[config.mk]
export PLATFORM = sky130hd
export DESIGN_NAME = lidar_sector_obstacle_guard_core
export DESIGN_NICKNAME = d
export VERILOG_FILES = /design/src/rtl/lsog_pkg.sv /design/src/rtl/lsog_front.sv /design/src/rtl/lsog_queue.sv /design/src/rtl/lsog_back.sv /design/src/rtl/lidar_sector_obstacle_guard_core.sv
export VERILOG_INCLUDE_DIRS = /design/src /design/src/rtl
export SDC_FILE = /design/constraint.sdc
export NUM_CORES = 1
export LEC_CHECK = 0
export ABC_AREA = 1
export BUFFER_PORTS_ARGS = -buffer_cell sky130_fd_sc_hd__buf_2
export CORE_MARGIN = 5
export CORE_UTILIZATION = 60
export CTS_CLUSTER_SIZE = 30
export DETAILED_ROUTE_END_ITERATION = 8
export PLACE_DENSITY = 0.78
export SLEW_MARGIN = 10
export SYNTH_ARGS = -nofsm -noshare
export SYNTH_HDL_FRONTEND = slang
export SYNTH_SLANG_ARGS = --single-unit
[constraint.sdc]
create_clock -name clk -period 7.2 [get_ports clk]
set_input_delay 2.16 -clock clk [delete_from_list [all_inputs] [get_ports clk]]
set_output_delay 2.16 -clock clk [all_outputs]
set_load 0.005 [all_outputs]
[src/rtl/lidar_sector_obstacle_guard_core_defines.svh]
// Assertion macros for the lidar sector obstacle guard.
// Both assume a clock named clk and an active-low reset named rst_n in scope.
`ifndef LIDAR_SECTOR_OBSTACLE_GUARD_CORE_DEFINES_SVH
`define LIDAR_SECTOR_OBSTACLE_GUARD_CORE_DEFINES_SVH

`ifndef SYNTHESIS
`define LSOG_ASSERT(lbl, prop) \
    lbl: assert property (@(posedge clk) disable iff (!rst_n) prop) \
        else $error("lsog assertion failed");
`define LSOG_ASSERT_NEVER(lbl, expr) \
    lbl: assert property (@(posedge clk) disable iff (!rst_n) !(expr)) \
        else $error("lsog forbidden condition seen");
`else
`define LSOG_ASSERT(lbl, prop)
`define LSOG_ASSERT_NEVER(lbl, expr)
`endif

`endif

[src/rtl/lsog_pkg.sv]
package lsog_pkg;

    localparam int RANGE_W    = 16;
    localparam int ANGLE_W    = 24;
    localparam int STEP_W     = 18;
    localparam int HALF_W     = 22;
    localparam int TICK_W     = 20;
    localparam int WIDE_W     = 26;
    localparam int CFG_IDX_W  = 3;
    localparam int CFG_DATA_W = 24;

    // Two-entry queues on both sides of the back end
    localparam int QUEUE_DEPTH = 2;
    localparam int QPTR_W      = $clog2(QUEUE_DEPTH);
    localparam int QCNT_W      = $clog2(QUEUE_DEPTH + 1);

    localparam logic [RANGE_W-1:0]        NONE_MM          = '1;
    localparam logic [TICK_W-1:0]         TICK_MAX         = '1;
    localparam logic signed [WIDE_W-1:0]  PI_URAD          = 26'sd3141593;
    localparam logic signed [ANGLE_W-1:0] ANGLE_CEIL       = 24'sh7FFFFF;
    localparam logic signed [ANGLE_W-1:0] ANGLE_FLOOR      = 24'sh800000;
    localparam logic                      SIDE_FROM_MINIMA = 1'b1;

    typedef enum logic [1:0] {
        CMD_SAMPLE = 2'd0,
        CMD_TICK   = 2'd1,
        CMD_GOAL   = 2'd2,
        CMD_DONE   = 2'd3
    } cmd_t;

    typedef enum logic [1:0] {
        ACT_NONE    = 2'd0,
        ACT_STOP    = 2'd1,
        ACT_REROUTE = 2'd2,
        ACT_CLEAR   = 2'd3
    } action_t;

    typedef enum logic [CFG_IDX_W-1:0] {
        REG_ANGLE_START  = 3'd0,
        REG_ANGLE_STEP   = 3'd1,
        REG_HALF_WIDTH   = 3'd2,
        REG_CRITICAL     = 3'd3,
        REG_OBSTACLE     = 3'd4,
        REG_RANGE_LOWER  = 3'd5,
        REG_RANGE_UPPER  = 3'd6,
        REG_COOLDOWN     = 3'd7
    } reg_idx_t;

    typedef struct packed {
        logic signed [ANGLE_W-1:0] angle_start;
        logic signed [STEP_W-1:0]  angle_step;
        logic [HALF_W-1:0]         sector_half_width;
        logic [RANGE_W-1:0]        stop_dist_mm;
        logic [RANGE_W-1:0]        reroute_dist_mm;
        logic [RANGE_W-1:0]        range_lower;
        logic [RANGE_W-1:0]        range_upper;
        logic [TICK_W-1:0]         cooldown_ticks;
    } cfg_t;

    // Classified transaction handed from front end to back end
    typedef struct packed {
        cmd_t               cmd;
        logic [RANGE_W-1:0] range_mm;
        logic               hit;
        logic               left;
        logic               last;
        logic               reroute_ok;
    } op_t;

    typedef struct packed {
        action_t            action;
        logic               reroute_left;
        logic [RANGE_W-1:0] nearest_left;
        logic [RANGE_W-1:0] nearest_right;
    } result_t;

endpackage

[src/rtl/lsog_front.sv]
module lsog_front (
    input  logic               clk,
    input  logic               rst_n,
    input  lsog_pkg::cfg_t     cfg,
    input  logic               in_valid,
    input  logic [1:0]         cmd,
    input  logic [15:0]        range_mm,
    input  logic               range_finite,
    input  logic               last_sample,
    input  logic               reroute_ok,
    output lsog_pkg::op_t      op
);
    import lsog_pkg::*;

    logic                      scan_open_reg;
    logic                      scan_open_next;
    logic signed [ANGLE_W-1:0] sample_angle_reg;
    logic signed [ANGLE_W-1:0] sample_angle_next;
    logic signed [ANGLE_W-1:0] ang;
    logic signed [ANGLE_W:0]   ang_sum;
    logic signed [ANGLE_W-1:0] ang_sat;
    logic signed [WIDE_W-1:0]  ang_wide;
    logic signed [WIDE_W-1:0]  half_wide;
    logic signed [WIDE_W-1:0]  sector_lo;
    logic signed [WIDE_W-1:0]  sector_hi;
    logic                      is_sample;
    logic                      in_sector;
    logic                      in_range;

    // Running angle of the current sample, saturated at the 24-bit limits
    always_comb
    begin
        is_sample = (cmd_t'(cmd) == CMD_SAMPLE);
        ang       = scan_open_reg ? sample_angle_reg : cfg.angle_start;
        ang_sum   = {ang[ANGLE_W-1], ang}
                  + {{(ANGLE_W + 1 - STEP_W){cfg.angle_step[STEP_W-1]}}, cfg.angle_step};
        if (ang_sum[ANGLE_W] != ang_sum[ANGLE_W-1])
        begin
            ang_sat = ang_sum[ANGLE_W] ? ANGLE_FLOOR : ANGLE_CEIL;
        end
        else
        begin
            ang_sat = ang_sum[ANGLE_W-1:0];
        end
    end

    // Sector window around pi and range window
    always_comb
    begin
        ang_wide  = {{(WIDE_W - ANGLE_W){ang[ANGLE_W-1]}}, ang};
        half_wide = $signed({{(WIDE_W - HALF_W){1'b0}}, cfg.sector_half_width});
        sector_lo = PI_URAD - half_wide;
        sector_hi = PI_URAD + half_wide;
        in_sector = (ang_wide >= sector_lo) && (ang_wide <= sector_hi);
        in_range  = range_finite && (range_mm >= cfg.range_lower)
                    && (range_mm <= cfg.range_upper);
    end

    // Classified transaction
    always_comb
    begin
        op.cmd        = cmd_t'(cmd);
        op.range_mm   = range_mm;
        op.hit        = is_sample && in_sector && in_range;
        op.left       = ang_wide > PI_URAD;
        op.last       = last_sample;
        op.reroute_ok = reroute_ok;
    end

    // Scan tracking: a last sample closes the scan
    always_comb
    begin
        scan_open_next    = scan_open_reg;
        sample_angle_next = sample_angle_reg;
        if (in_valid && is_sample)
        begin
            if (last_sample)
            begin
                scan_open_next    = 1'b0;
                sample_angle_next = cfg.angle_start;
            end
            else
            begin
                scan_open_next    = 1'b1;
                sample_angle_next = ang_sat;
            end
        end
    end

    always_ff @(posedge clk or negedge rst_n)
    begin
        if (!rst_n)
        begin
            scan_open_reg    <= 1'b0;
            sample_angle_reg <= '0;
        end
        else
        begin
            scan_open_reg    <= scan_open_next;
            sample_angle_reg <= sample_angle_next;
        end
    end

endmodule

[src/rtl/lsog_queue.sv]
module lsog_queue (
    input  logic          clk,
    input  logic          rst_n,
    input  logic          push,
    input  lsog_pkg::op_t push_data,
    output logic          full,
    input  logic          pop,
    output lsog_pkg::op_t pop_data,
    output logic          empty
);
    import lsog_pkg::*;

    op_t               mem [QUEUE_DEPTH];
    logic [QPTR_W-1:0] wr_ptr_reg;
    logic [QPTR_W-1:0] wr_ptr_next;
    logic [QPTR_W-1:0] rd_ptr_reg;
    logic [QPTR_W-1:0] rd_ptr_next;
    logic [QCNT_W-1:0] cnt_reg;
    logic [QCNT_W-1:0] cnt_next;
    logic              do_push;
    logic              do_pop;

    assign full     = (cnt_reg == QCNT_W'(QUEUE_DEPTH));
    assign empty    = (cnt_reg == '0);
    assign pop_data = mem[rd_ptr_reg];
    assign do_push  = push && !full;
    assign do_pop   = pop && !empty;

    // Pointer and fill count update
    always_comb
    begin
        wr_ptr_next = wr_ptr_reg;
        rd_ptr_next = rd_ptr_reg;
        cnt_next    = cnt_reg;
        if (do_push)
        begin
            wr_ptr_next = (wr_ptr_reg == QPTR_W'(QUEUE_DEPTH - 1)) ? '0 : wr_ptr_reg + 1'b1;
        end
        if (do_pop)
        begin
            rd_ptr_next = (rd_ptr_reg == QPTR_W'(QUEUE_DEPTH - 1)) ? '0 : rd_ptr_reg + 1'b1;
        end
        if (do_push && !do_pop)
        begin
            cnt_next = cnt_reg + 1'b1;
        end
        else if (do_pop && !do_push)
        begin
            cnt_next = cnt_reg - 1'b1;
        end
    end

    always_ff @(posedge clk or negedge rst_n)
    begin
        if (!rst_n)
        begin
            wr_ptr_reg <= '0;
            rd_ptr_reg <= '0;
            cnt_reg    <= '0;
        end
        else
        begin
            wr_ptr_reg <= wr_ptr_next;
            rd_ptr_reg <= rd_ptr_next;
            cnt_reg    <= cnt_next;
        end
    end

    always_ff @(posedge clk)
    begin
        if (do_push)
        begin
            mem[wr_ptr_reg] <= push_data;
        end
    end

endmodule

[src/rtl/lsog_back.sv]
`include "lidar_sector_obstacle_guard_core_defines.svh"

module lsog_back (
    input  logic              clk,
    input  logic              rst_n,
    input  lsog_pkg::cfg_t    cfg,
    input  logic              op_valid,
    input  lsog_pkg::op_t     op,
    output logic              op_pop,
    input  logic              res_pop,
    output lsog_pkg::result_t res,
    output logic              res_empty
);
    import lsog_pkg::*;

    logic               goal_active_reg,   goal_active_next;
    logic               obstacle_flag_reg, obstacle_flag_next;
    logic               reroute_busy_reg,  reroute_busy_next;
    logic [TICK_W-1:0]  since_reroute_reg, since_reroute_next;
    logic [RANGE_W-1:0] left_min_reg,      left_min_next;
    logic [RANGE_W-1:0] right_min_reg,     right_min_next;

    result_t            out_mem [QUEUE_DEPTH];
    logic [QPTR_W-1:0]  out_wr_ptr_reg, out_wr_ptr_next;
    logic [QPTR_W-1:0]  out_rd_ptr_reg, out_rd_ptr_next;
    logic [QCNT_W-1:0]  out_cnt_reg,    out_cnt_next;

    logic               take;
    logic               out_wr;
    result_t            out_wr_data;
    logic               out_rd;
    logic [RANGE_W-1:0] nl;
    logic [RANGE_W-1:0] nr;
    logic [RANGE_W-1:0] front;
    logic               reroute_wr;
    logic               flag_wr;

    // Consume a transaction whenever the result queue has a free slot
    assign take      = op_valid && (out_cnt_reg != QCNT_W'(QUEUE_DEPTH));
    assign op_pop    = take;
    assign res_empty = (out_cnt_reg == '0);
    assign res       = out_mem[out_rd_ptr_reg];
    assign out_rd    = res_pop && !res_empty;

    // Sector minima including the current sample
    always_comb
    begin
        nl = left_min_reg;
        nr = right_min_reg;
        if (op.hit && op.left && (op.range_mm < left_min_reg))
        begin
            nl = op.range_mm;
        end
        if (op.hit && !op.left && (op.range_mm < right_min_reg))
        begin
            nr = op.range_mm;
        end
        front = (nl < nr) ? nl : nr;
    end

    // Command execution and end-of-scan decision
    always_comb
    begin
        goal_active_next   = goal_active_reg;
        obstacle_flag_next = obstacle_flag_reg;
        reroute_busy_next  = reroute_busy_reg;
        since_reroute_next = since_reroute_reg;
        left_min_next      = left_min_reg;
        right_min_next     = right_min_reg;
        out_wr             = 1'b0;
        out_wr_data.action        = ACT_NONE;
        out_wr_data.reroute_left  = 1'b0;
        out_wr_data.nearest_left  = nl;
        out_wr_data.nearest_right = nr;
        if (take)
        begin
            case (op.cmd)
                CMD_TICK:
                begin
                    if (since_reroute_reg != TICK_MAX)
                    begin
                        since_reroute_next = since_reroute_reg + 1'b1;
                    end
                end
                CMD_GOAL:
                begin
                    goal_active_next = 1'b1;
                end
                CMD_DONE:
                begin
                    if (reroute_busy_reg)
                    begin
                        reroute_busy_next  = 1'b0;
                        since_reroute_next = '0;
                        if (op.reroute_ok)
                        begin
                            out_wr                    = 1'b1;
                            out_wr_data.action        = ACT_CLEAR;
                            out_wr_data.nearest_left  = NONE_MM;
                            out_wr_data.nearest_right = NONE_MM;
                        end
                    end
                end
                CMD_SAMPLE:
                begin
                    if (!op.last)
                    begin
                        left_min_next  = nl;
                        right_min_next = nr;
                    end
                    else
                    begin
                        out_wr         = 1'b1;
                        left_min_next  = NONE_MM;
                        right_min_next = NONE_MM;
                        if (goal_active_reg)
                        begin
                            if (front < cfg.stop_dist_mm)
                            begin
                                if (!obstacle_flag_reg)
                                begin
                                    out_wr_data.action = ACT_STOP;
                                    obstacle_flag_next = 1'b1;
                                end
                            end
                            else if (front < cfg.reroute_dist_mm)
                            begin
                                if (!reroute_busy_reg
                                    && (since_reroute_reg >= cfg.cooldown_ticks))
                                begin
                                    out_wr_data.action       = ACT_REROUTE;
                                    out_wr_data.reroute_left =
                                        SIDE_FROM_MINIMA ? (nl < nr) : 1'b1;
                                    reroute_busy_next        = 1'b1;
                                    obstacle_flag_next       = 1'b1;
                                end
                            end
                            else if (obstacle_flag_reg)
                            begin
                                out_wr_data.action = ACT_CLEAR;
                                obstacle_flag_next = 1'b0;
                            end
                        end
                    end
                end
                default:
                begin
                end
            endcase
        end
    end

    // Result queue pointers and fill count
    always_comb
    begin
        out_wr_ptr_next = out_wr_ptr_reg;
        out_rd_ptr_next = out_rd_ptr_reg;
        out_cnt_next    = out_cnt_reg;
        if (out_wr)
        begin
            out_wr_ptr_next = (out_wr_ptr_reg == QPTR_W'(QUEUE_DEPTH - 1)) ?
                              '0 : out_wr_ptr_reg + 1'b1;
        end
        if (out_rd)
        begin
            out_rd_ptr_next = (out_rd_ptr_reg == QPTR_W'(QUEUE_DEPTH - 1)) ?
                              '0 : out_rd_ptr_reg + 1'b1;
        end
        if (out_wr && !out_rd)
        begin
            out_cnt_next = out_cnt_reg + 1'b1;
        end
        else if (out_rd && !out_wr)
        begin
            out_cnt_next = out_cnt_reg - 1'b1;
        end
    end

    always_ff @(posedge clk or negedge rst_n)
    begin
        if (!rst_n)
        begin
            goal_active_reg   <= 1'b0;
            obstacle_flag_reg <= 1'b0;
            reroute_busy_reg  <= 1'b0;
            since_reroute_reg <= '0;
            left_min_reg      <= NONE_MM;
            right_min_reg     <= NONE_MM;
            out_wr_ptr_reg    <= '0;
            out_rd_ptr_reg    <= '0;
            out_cnt_reg       <= '0;
        end
        else
        begin
            goal_active_reg   <= goal_active_next;
            obstacle_flag_reg <= obstacle_flag_next;
            reroute_busy_reg  <= reroute_busy_next;
            since_reroute_reg <= since_reroute_next;
            left_min_reg      <= left_min_next;
            right_min_reg     <= right_min_next;
            out_wr_ptr_reg    <= out_wr_ptr_next;
            out_rd_ptr_reg    <= out_rd_ptr_next;
            out_cnt_reg       <= out_cnt_next;
        end
    end

    always_ff @(posedge clk)
    begin
        if (out_wr)
        begin
            out_mem[out_wr_ptr_reg] <= out_wr_data;
        end
    end

    // Result writes that start a reroute or raise the obstacle flag
    assign reroute_wr = out_wr && (out_wr_data.action == ACT_REROUTE);
    assign flag_wr    = out_wr && (out_wr_data.action inside {ACT_STOP, ACT_REROUTE});

    // A reroute starts only together with a reroute result
    `LSOG_ASSERT(a_busy_rise, $rose(reroute_busy_reg) |-> $past(reroute_wr))
    // Ending a reroute restarts the cooldown
    `LSOG_ASSERT(a_busy_fall, $fell(reroute_busy_reg) |-> (since_reroute_reg == '0))
    // Obstacle flag is raised only by a stop or a reroute result
    `LSOG_ASSERT(a_flag_rise, $rose(obstacle_flag_reg) |-> $past(flag_wr))
    // Side bit only accompanies a reroute
    `LSOG_ASSERT_NEVER(a_side_only_reroute, out_wr && out_wr_data.reroute_left && !reroute_wr)

endmodule

[src/rtl/lidar_sector_obstacle_guard_core.sv]
// Lidar sector obstacle guard: range samples, time ticks, goal-set and reroute-done
// transactions enter through push/full at up to one per clock; every last sample of
// a scan yields one result (action, reroute side, left and right sector minima),
// and a successful reroute-done yields a clear-stop result. A transaction is
// classified in the front end (running angle, sector and range windows) as it is
// accepted, waits in a two-entry hand-off queue, and is executed by the back end,
// which writes its result into a two-entry result queue; with both queues free a
// result is visible (empty low) as soon as the back end has moved it from the
// hand-off queue into the result queue. Throughput is one transaction per cycle as
// long as results are popped; a stalled result side fills both queues and then
// raises full. Configuration writes take effect at the next clock edge and must be
// made while the block is idle. No clearing pass follows reset.
module lidar_sector_obstacle_guard_core (
    input  logic                                clk,
    input  logic                                rst_n,
    input  logic                                cfg_write,
    input  logic [lsog_pkg::CFG_IDX_W-1:0]      cfg_index,
    input  logic [lsog_pkg::CFG_DATA_W-1:0]     cfg_data,
    input  logic                                push,
    output logic                                full,
    input  logic [1:0]                          cmd,
    input  logic [15:0]                         range_mm,
    input  logic                                range_finite,
    input  logic                                last_sample,
    input  logic                                reroute_ok,
    output logic                                empty,
    input  logic                                pop,
    output logic [1:0]                          action,
    output logic                                reroute_left,
    output logic [15:0]                         nearest_left,
    output logic [15:0]                         nearest_right
);
    import lsog_pkg::*;

    cfg_t    cfg_reg;
    cfg_t    cfg_next;
    op_t     front_op;
    op_t     mid_op;
    logic    in_valid;
    logic    mid_empty;
    logic    mid_pop;
    result_t res;

    // Configuration registers
    always_comb
    begin
        cfg_next = cfg_reg;
        if (cfg_write)
        begin
            case (reg_idx_t'(cfg_index))
                REG_ANGLE_START: cfg_next.angle_start       = cfg_data[ANGLE_W-1:0];
                REG_ANGLE_STEP:  cfg_next.angle_step        = cfg_data[STEP_W-1:0];
                REG_HALF_WIDTH:  cfg_next.sector_half_width = cfg_data[HALF_W-1:0];
                REG_CRITICAL:    cfg_next.stop_dist_mm      = cfg_data[RANGE_W-1:0];
                REG_OBSTACLE:    cfg_next.reroute_dist_mm   = cfg_data[RANGE_W-1:0];
                REG_RANGE_LOWER: cfg_next.range_lower       = cfg_data[RANGE_W-1:0];
                REG_RANGE_UPPER: cfg_next.range_upper       = cfg_data[RANGE_W-1:0];
                REG_COOLDOWN:    cfg_next.cooldown_ticks    = cfg_data[TICK_W-1:0];
                default:         cfg_next = cfg_reg;
            endcase
        end
    end

    always_ff @(posedge clk or negedge rst_n)
    begin
        if (!rst_n)
        begin
            cfg_reg.angle_start       <= '0;
            cfg_reg.angle_step        <= 18'sd17453;
            cfg_reg.sector_half_width <= 22'd523599;
            cfg_reg.stop_dist_mm      <= 16'd500;
            cfg_reg.reroute_dist_mm   <= 16'd600;
            cfg_reg.range_lower       <= 16'd120;
            cfg_reg.range_upper       <= 16'd12000;
            cfg_reg.cooldown_ticks    <= 20'd3000;
        end
        else
        begin
            cfg_reg <= cfg_next;
        end
    end

    assign in_valid = push && !full;

    lsog_front u_front (
        .clk          (clk),
        .rst_n        (rst_n),
        .cfg          (cfg_reg),
        .in_valid     (in_valid),
        .cmd          (cmd),
        .range_mm     (range_mm),
        .range_finite (range_finite),
        .last_sample  (last_sample),
        .reroute_ok   (reroute_ok),
        .op           (front_op)
    );

    lsog_queue u_queue (
        .clk       (clk),
        .rst_n     (rst_n),
        .push      (push),
        .push_data (front_op),
        .full      (full),
        .pop       (mid_pop),
        .pop_data  (mid_op),
        .empty     (mid_empty)
    );

    lsog_back u_back (
        .clk       (clk),
        .rst_n     (rst_n),
        .cfg       (cfg_reg),
        .op_valid  (!mid_empty),
        .op        (mid_op),
        .op_pop    (mid_pop),
        .res_pop   (pop),
        .res       (res),
        .res_empty (empty)
    );

    assign action        = res.action;
    assign reroute_left  = res.reroute_left;
    assign nearest_left  = res.nearest_left;
    assign nearest_right = res.nearest_right;

endmodule

After elaboration in Yosys (flattened, before gate mapping)
Memories as Yosys holds them, arrays and structs flattened.
Index checks and enable logic that the tools add are counted.
{"block": "word_totals", "register_bits": 236, "ramBits": 114, "in_bits": 53, "output_inout_bits": 37, "word_cells": 174, "mem_count": 2}
{"name": "u_back.out_mem", "depth": 2, "word_bits": 35, "rd": 1, "rd_clocked_by_memory_dff": 0, "wr": 1, "line": "lsog_back.sv:23", "source": "result_t out_mem [QUEUE_DEPTH];"}
{"name": "u_queue.mem", "depth": 2, "word_bits": 22, "rd": 1, "rd_clocked_by_memory_dff": 0, "wr": 1, "line": "lsog_queue.sv:13", "source": "op_t mem [QUEUE_DEPTH];"}
{"block": "classes", "n_addsub": 12, "order_cmp": 11, "n_eq_ne": 22, "mux": 55, "reduce_logical": 50}
{"operator": "two-way mux 24 bit", "n": 4}
{"operator": "two-way mux 32 bit", "n": 3}
{"operator": "< comparator 16 bit", "n": 5}
{"operator": "two-way mux 16 bit", "n": 5}
{"operator": "two-way mux 20 bit", "n": 2}
{"operator": "one-hot mux 20 bit (2 select lines)", "n": 1}
{"operator": "two-way mux 35 bit", "n": 1}
{"operator": "adder 24 x 18 -> 25 bit", "n": 1}
{"operator": "greater-or-equal comparator 24 x 23 -> 1 bit", "n": 1}
{"operator": "> comparator 24 x 23 -> 1 bit, second input constant", "n": 1}
{"operator": "less-or-equal comparator 24 bit", "n": 1}
{"operator": "two-way mux 1 bit", "n": 24}
{"operator": "adder 22 x 22 -> 23 bit, first input constant", "n": 1}
{"operator": "subtractor 22 x 22 -> 23 bit, first input constant", "n": 1}
{"operator": "adder 20 x 1 -> 20 bit, second input constant", "n": 1}
{"operator": "greater-or-equal comparator 20 bit", "n": 1}
{"operator": "!= test 20 bit, second input constant", "n": 1}
{"operator": "AND reduction 2 bit", "n": 10}
{"operator": "logical AND 1 bit", "n": 19}
{"operator": "two-way mux 2 bit", "n": 9}
{"operator": "greater-or-equal comparator 16 bit", "n": 1}
{"operator": "less-or-equal comparator 16 bit", "n": 1}
{"operator": "equality test 3 bit, second input constant", "n": 4}
{"operator": "!= test 2 x 1 -> 1 bit, second input constant", "n": 6}
{"operator": "20 further kinds", "n": 46}

Depth between registers and ports, before layout
Gate-level depths: netlist (run 1).
An unclocked memory read counts as a cell.
{"block": "depth", "depth_word": 14, "depth_mapped": 42, "mapped_depth_nobuf": 39}

By module
From an unflattened synthesis (run 1), not the netlist that was laid out.
{"block": "hier_totals", "cells_unflattened": 2908, "hier_area_um2": 22449.0}
{"module": "lsog_back", "n_inst": 1, "cells_per_inst": 1050, "area_per_inst_um2": 8498.2, "seq_area_each_um2": 3618.5}
{"module": "lsog_front", "n_inst": 1, "cells_per_inst": 1041, "area_per_inst_um2": 6241.0, "seq_area_each_um2": 625.6}
{"module": "lidar_sector_obstacle_guard_core", "n_inst": 1, "cells_per_inst": 671, "area_per_inst_um2": 5886.9, "seq_area_each_um2": 3764.9}
{"module": "lsog_queue", "n_inst": 1, "cells_per_inst": 146, "area_per_inst_um2": 1823.0, "seq_area_each_um2": 1421.4}

Least setup slack after synthesis (run 1)
Ideal clock, no wire load.
{"block": "synth_timing", "path_kind": "reg2reg", "from": "reg u_queue.rd_ptr_reg", "to": "mem u_back.out_mem[0][33] in the netlist's numbering, data pin", "setup_time_ns": 0.272, "t_arrival_ns": 5.056, "required_ns": 6.928, "setup_slack_ns": 1.872, "stages_incl_launch_ff": 35, "path_buffers": 4, "period_less_slack_ns": 5.328, "cell_sequence": "dfrtp_1 -> buf_2 -> clkbuf_1 -> nand2_1 -> nand2_1 -> ha_1 -> a21oi_1 -> nor2_1 -> o21ai_0 -> nand3_1 -> nor2_2 -> nand2_4 -> inv_1 -> clkbuf_1 -> nand2_1 -> o21ai_0 -> ha_1 -> a21oi_1 -> nor2_1 -> a211oi_1 -> o221a_2 -> nand2_4 -> clkbuf_1 -> o21ai_0 -> ha_1 -> a21oi_1 -> o21ai_0 -> nand3_1 -> a21oi_1 -> a211oi_1 -> nand2_1 -> nand2_1 -> nand2_1 -> nand2_1 -> a21oi_1"}
{"element": "start: declaration", "line": "lsog_queue.sv:16", "source": "logic [QPTR_W-1:0] rd_ptr_reg;"}
{"element": "start signal: assignment", "line": "lsog_queue.sv:64", "source": "rd_ptr_reg <= rd_ptr_next;"}
{"element": "end: declaration", "line": "lsog_back.sv:23"}

==> results of run 1 <==
==> tightest hold or removal path, stage by stage, from the launching register on <==
cell	delay, ns
dfrtp_1	0.35
nand2_1	0.05
nand2_1	0.05
==> final cells by class <==
cell class | instances | area share, %
multi-input combinational | 1675 | 42.3
clock inverter | 20 | 1.38
tap | 455 | 2.47
clock buffer | 51 | 4.82
inverter | 349 | 5.67
sequential | 350 | 40.9
timing repair buffer | 105 | 2.49
==> metal layers <==
layer	vias up	GRT usage, %	wire, um
met5	-	0	8
met4	2	15.2	3350
met3	179	4.52	3460
met2	618	49.1	26700
met1	8191	35.9	22400
li1	8281	-	-
==> stage by stage <==
| step | hold WS (ns) | std cells | setup slack (ns) | total power [uW] | area (um^2) |
|---|---|---|---|---|---|
| after floorplan | 0.450 | 2450 | 1.87 | 7040 | 20800 |
| after global placement | 0.463 | 2934 | 1.29 | 8380 | 21700 |
| after detailed placement | 0.471 | 2934 | 1.15 | 8670 | 21700 |
| after CTS | 0.488 | 3005 | 1.05 | 10900 | 23100 |
| after global routing | 0.493 | 3005 | 0.301 | 11900 | 23100 |
| final | 0.487 | 3005 | 0.881 | 11000 | 23100 |
==> synthesized netlist by cell type (all sizes together), types with 47 or more instances <==
master  count  area (um^2)
o21ai     287         1460
nand3      50          250
dfstp      81         2130
nand2     659         2540
xor2       47          412
ha        205         2560
edfxtp    114         3420
a21oi     121          606
dfrtp     155         3880
clkbuf     67          251
inv       346         1300
nor2       93          377
==> report_power, final <==
group / internal, uW / switching (uW)
clock: 1380 / 834
combinational: 2020 / 3870
sequential: 2670 / 250
total: 6070 / 4950
==> worst paths after layout <==
check | startpoint | end | slack [ns]
worst max-delay path | u_queue.rd_ptr_reg | u_back.out_mem[0][33] | 0.88
worst min-delay path | u_front.sample_angle_reg[7] | u_front.sample_angle_reg[7] | 0.49
worst max register to register | u_queue.rd_ptr_reg | u_back.out_mem[0][33] | 0.88
worst min register to register | u_front.sample_angle_reg[7] | u_front.sample_angle_reg[7] | 0.49
max in group asynchronous | rst_n | cfg_reg[17] | 4.09
min in group asynchronous | rst_n | cfg_reg[43] | 1.70
==> cell usage in the layout, fill, tap and decap left out, types with 4 or more instances in the layout <==
master and n:
nand2_1 640, inv_1 335, o21ai_0 261, ha_1 205
dfrtp_1 155, a21oi_1 121, edfxtp_1 114, buf_2 88
nor2_1 81, dfstp_2 81, nand3_1 50, xor2_1 47
clkbuf_16 41, o22ai_1 34, nand4_1 26, nor3_1 22
o21ai_1 20, o211ai_1 20, a211oi_1 17, xnor2_1 17
buf_4 16, nand2_2 15, inv_2 11, nor2_2 10
bufinv_16 8, nor4_1 7, o21ai_2 6, o21a_1 6
o221ai_1 6, or2_2 5, clkinv_1 5, clkbuf_8 5
clkbuf_1 5, clkinvlp_4 5, nand2_4 4, a21o_1 4
a31oi_1 4
==> cells by family (layout without fill, tap and decap cells) <==
group           Yosys count  count (layout)  synth area share [%]
xor+xnor                 64              64                  2.70
simple gates            880             880                  17.6
mux                       4               4                 0.199
buf+inv                 425             525                  7.75
flops                   350             350                  45.4
compound gates          521             521                  14.0
fa+ha+maj               206             206                  12.4
==> metrics.md, run 1 <==
| Metric | Value |
|---|---|
| Yosys reg bits | 350 |
| Syn_nets | 2709 |
| Utilization after layout | 67.2% |
| Initial drt markers | 1256 |
| H-tree Lvls | 2 |
| CP Capture Type | register |
| Period Utilization, post-route | 87.8% |
| Diodes inserted | 0 |
| Final setup viols | 0 |
| Clock transition at path regs | 0.06 ns |
| Status | completed |
| WL/cell | 18.6 um |
| Total Nets Final | 2780 |
| Cells after Synth | 2450 |
| FFs w/ async S/R, synth | 67.4% |
| Worst Reg-to-Reg Cells | 31 |
| Worst-skew pair later-pin latency | 0.56 ns |
| RSZ-0062 raised after global routing | no |
| Vias in the first global route | 17.3k |
| CTS Sinks | 350 |
| Setup CP Type | register to register |
| Main synth FF type | dfrtp_1 |
| Router iterations before antenna repair | 8 |
| Final hold viol count | 0 |
| Most frequent CP cell | nand2_1 |
| Layout area overhead | 11.1% |
| Peak VDD IR | 0.305 mV |
| CP Max Fanout | 32 |
| Antenna Violating Nets Remaining | 0 |
| Worst EP required | 7.49 ns |
| Worst Tran Pin Value | 1.27 ns |
| Global-route usage over all layers | 29.0% |
| Pins Over Slew Limit | 0 |
| Critical Path Source Type | register |
| Leak Pwr | 0.0112 uW |
| Root buffer cell | clkbuf_16 |
| Largest register FFs | 148 |
| CP peak stage delay | 0.56 ns |
| I/O Buffers | 89 |
| Ys Warns | 0 |
| Unique masters post-synth | 62 |
| Hold_buf cts | 0 |
| Minimum clock period | 6.32 ns |
| Post_cts resized | 0 |
| Cell Pwr Density | 477 nW/um^2 |
| Register area share after synthesis | 45.4% |
| DR vias/cell | 5.75 |
| # Post-CTS Setup Buffers | 0 |
| Top Family by Delay on Critical Path | compound AO/OA/AOI/OAI gates |
| Max-cap violations | 0 |
| Hpwl dp | 40400 um |
| Synthesized area per cell | 8.48 um^2 |
| Reg area | 9430 um^2 |
| Worst Skew | 0.0306 ns |
| Bufs and invs on worst path | 3 |
| CTS tree | done |
| Critical Path AT | 6.61 ns |
| Rel. slew slack | 15.1% |
| # IOs | 90 |
| Clock buffer depth | 3 |
| Cts bufs inserted | 40 |
| GRT overflow | 0 |
| Die ar. | 38500 um^2 |
| Global-route wire length before repair | 89200 um |
| Syn Std Cell Area | 20800 um^2 |
| Die width | 196 um |
| Worst hold-check path type | register to register |
| DRC Markers | 0 |
| Multi-input logic area | 9770 um^2 |
| Hold path depth | 2 |
| GP Congestion | 1.01 |
| Die H | 196 um |
| Levels on crit path | 31 |
| Starting Density | 60.5% |
| Via count | 17.3k |
| Setup_tns | 0 ns |
| Number of flops mapped to enable cells by yosys | 114 |
| Max Fclk | 158 MHz |
| FILL cells | 2792 |
| Layout cell share with drive strength beyond 1 | 12.3% |
| Largest net degree at the start of global routing | 112 |
| Core Box Area | 34400 um^2 |
| Initial antenna violation count | 1 |
| Core Rows | 68 |
| Critical path's slowest cell | inv_1 |
| Total routed wirelength | 55900 um |
(Power assumes the default switching activity.)
==> run 2, diff against run 1 <==
Clock period 7.2 ns to 6.8 ns, I/O delays scaled along.
==> metrics.md, run 2 (same netlist as run 1, synthesis figures left out) <==
| Metric | Value |
|---|---|
| Worst-skew pair later-pin latency | 0.55 ns (about the same) |
| Combinational share of power | 54.1% (+0.7 points) |
| Leak Pwr | 0.0111 uW (-0.42%) |
| # placed instances | 2936 (+0.068%) |
| Total routed wirelength | 54400 um (-2.7%) |
| Multi-input logic area | 9760 um^2 (about the same) |
| Peak VDD IR | 0.307 mV (+0.80%) |
| Worst R2R End | u_back.out_mem[1][33] |
| Starting Density | 60.5% (unchanged) |
| Net Sw Frac | 45.3% (+0.31 points) |
| Setup_tns | 0 ns (unchanged) |
| Hold path depth | 2 (unchanged) |
| Setup CP Type | register to register |
| Global-route usage over all layers | 28.1% (-0.86 points) |
| Max Fclk | 160 MHz (+0.90%) |
| Worst Skew | 0.0175 ns (-0.0131 ns) |
| WL/cell | 18.1 um (-2.7%) |
| Cell Pwr Density | 497 nW/um^2 (+4.1%) |
| Total Nets Final | 2781 (+0.036%) |
| GP Congestion | 0.976 (-3.8%) |
| Layout cell share with drive strength beyond 1 | 12.2% (-0.088 points) |
| Critical Path AT | 6.54 ns (-0.07 ns) |
| I/O Buffers | 89 (unchanged) |
| CP Capture Type | register |
| Diodes inserted | 0 (unchanged) |
| Clock power share | 18.9% (-1.2 points) |
| Critical Path Source Type | register |
| Switching pwr | 5170 uW (+4.4%) |
| Worst EP required | 7.08 ns (-0.41 ns) |
| Final setup viols | 0 (unchanged) |
| # IOs | 90 (unchanged) |
| Internal Power | 6260 uW (+3.1%) |
| Layout area overhead | 10.6% |
| Core Box Area | 34400 um^2 (unchanged) |
| Initial antenna violation count | 1 (unchanged) |
| GRT overflow | 0 (unchanged) |
| Root buffer cell | clkbuf_16 |
| Reg area | 9430 um^2 (unchanged) |
| CTS tree | done |
| Clock transition at path regs | 0.06 ns (about the same) |
| Die H | 196 um (unchanged) |
| Layout Cells excl Fill | 3007 (+0.067%) |
| Most frequent CP cell | nand2_1 |
| Hpwl dp | 39500 um (-2.3%) |
| Period Utilization, post-route | 92.1% (+4.3 points) |
| Final hold viol count | 0 (unchanged) |
| Initial drt markers | 1215 (-3.3%) |
| Core Rows | 68 (unchanged) |
| Router iterations before antenna repair | 5 (-3) |
| CP peak stage delay | 0.53 ns (-0.03 ns) |
| Die width | 196 um (unchanged) |
| Utilization after layout | 66.9% (-0.28 points) |
| Worst Reg-to-Reg Cells | 35 (+13%) |
| H-tree Lvls | 2 (unchanged) |
| Hold slack | 0.481 ns (-0.00552 ns) |
| Most common cell after layout, fill and taps aside | nand2_1 |
| RSZ-0062 raised after global routing | no |
| Rel. slew slack | 19.3% (+4.2 points) |
| Minimum clock period | 6.26 ns (-0.0562 ns) |
| Vias in the first global route | 16.8k (-3.2%) |
| Worst Tran Pin Value | 1.21 ns (-0.0607 ns) |
| Global-route wire length before repair | 86800 um (-2.7%) |
| Post-route cell area | 23000 um^2 (-0.42%) |
| Area after DPL | 21700 um^2 (+0.12%) |
| Antenna Violating Nets Remaining | 0 (unchanged) |
| Worst hold-check path type | register to register |
| CP Max Fanout | 32 (unchanged) |
| Max-cap violations | 0 (unchanged) |
| Pins Over Slew Limit | 0 (unchanged) |
| Via count | 17.1k (-1.1%) |
| DR vias/cell | 5.68 (-1.2%) |
| DRC Markers | 0 (unchanged) |
| Critical path's slowest cell | o21ai_0 |
| Worst hold endpoint | cfg_reg[34] |
| Clock buffer depth | 3 (unchanged) |
| Die ar. | 38500 um^2 (unchanged) |
| Cts bufs inserted | 39 (-2.5%) |
| R2r setup slk | 0.54 ns (-0.34 ns) |
| Commonest non-fill, non-tap cells in the layout | nand2_1, inv_1, o21ai_0 |
| Critical R2R Launch | u_queue.rd_ptr_reg |
| FILL cells | 2808 (+0.57%) |
| Status | completed |
| Worst Hold Launch | cfg_reg[34] |
| Largest register FFs | 148 (unchanged) |
| CTS Sinks | 350 (unchanged) |
| Largest net degree at the start of global routing | 123 (+9.8%) |
| Sequential power share | 27.0% (+0.5 points) |
-- run 2: layout make-up --
class                           count  area share [%]
Clock inverter                     21            1.08
Tap cell                          455            2.48
Timing Repair Buffer              107            2.62
Sequential cell                   350            41.0
Multi-Input combinational cell   1675            42.5
Inverter                          349            5.71
Clock buffer                       50            4.61
-- run 2: how the worst max path moves through the flow --
stage	to	start	depth (start not counted)	slack (ns)
final	u_back.out_mem[1][33]	u_queue.rd_ptr_reg	35	0.54
after detailed placement	u_back.out_mem[0][33]	u_queue.rd_ptr_reg	34	0.67
after global routing	u_back.out_mem[1][33]	u_queue.rd_ptr_reg	30	0.008
after CTS	u_back.out_mem[1][33]	u_queue.rd_ptr_reg	34	0.61
after floorplan	u_back.out_mem[0][33]	u_queue.rd_ptr_reg	34	1.47
after global placement	u_back.out_mem[0][33]	u_queue.rd_ptr_reg	29	0.80
-- run 2: timing repair --
item                       in CTS  in global routing
setup endpoints to repair       0                  4
hold buffers                    0                  0
gates resized for setup         0                  2
buffers inserted                0                  0
-- run 2: metrics by stage --
| step | setup slack [ns] | power, uW |
|---|---|---|
| global placement | 0.797 | 8930 |
| CTS | 0.613 | 11400 |
| floorplan | 1.47 | 7460 |
| global route | 0.00804 | 12400 |
| detailed placement | 0.667 | 9170 |
| finish | 0.537 | 11400 |
-- run 2: power by group through the flow --
stage	clock [uW]	sequential [uW]	combinational [uW]
floorplan	0	3020	4440
global placement	0	3090	5840
detailed placement	0	3110	6060
CTS	2200	3080	6120
global route	2290	3130	7010
finish	2160	3080	6180
-- run 2: worst max-delay path, delay by kind of cell (launching register included) --
family | cells | cell delay (ns)
simple gates | 18 | 1.67
compound gates | 8 | 2.07
flops | 1 | 0.36
buf+inv | 6 | 0.90
fa+ha+maj | 3 | 0.96
-- run 2: routing by layer --
metal	GRT usage, %	vias to the layer above	part of all wire, %
met2	48.4	532	49
met3	4.19	132	5.7
li1	-	8277	-
met4	11.2	2	4.5
met1	35.8	8139	41
met5	0	-	0.022
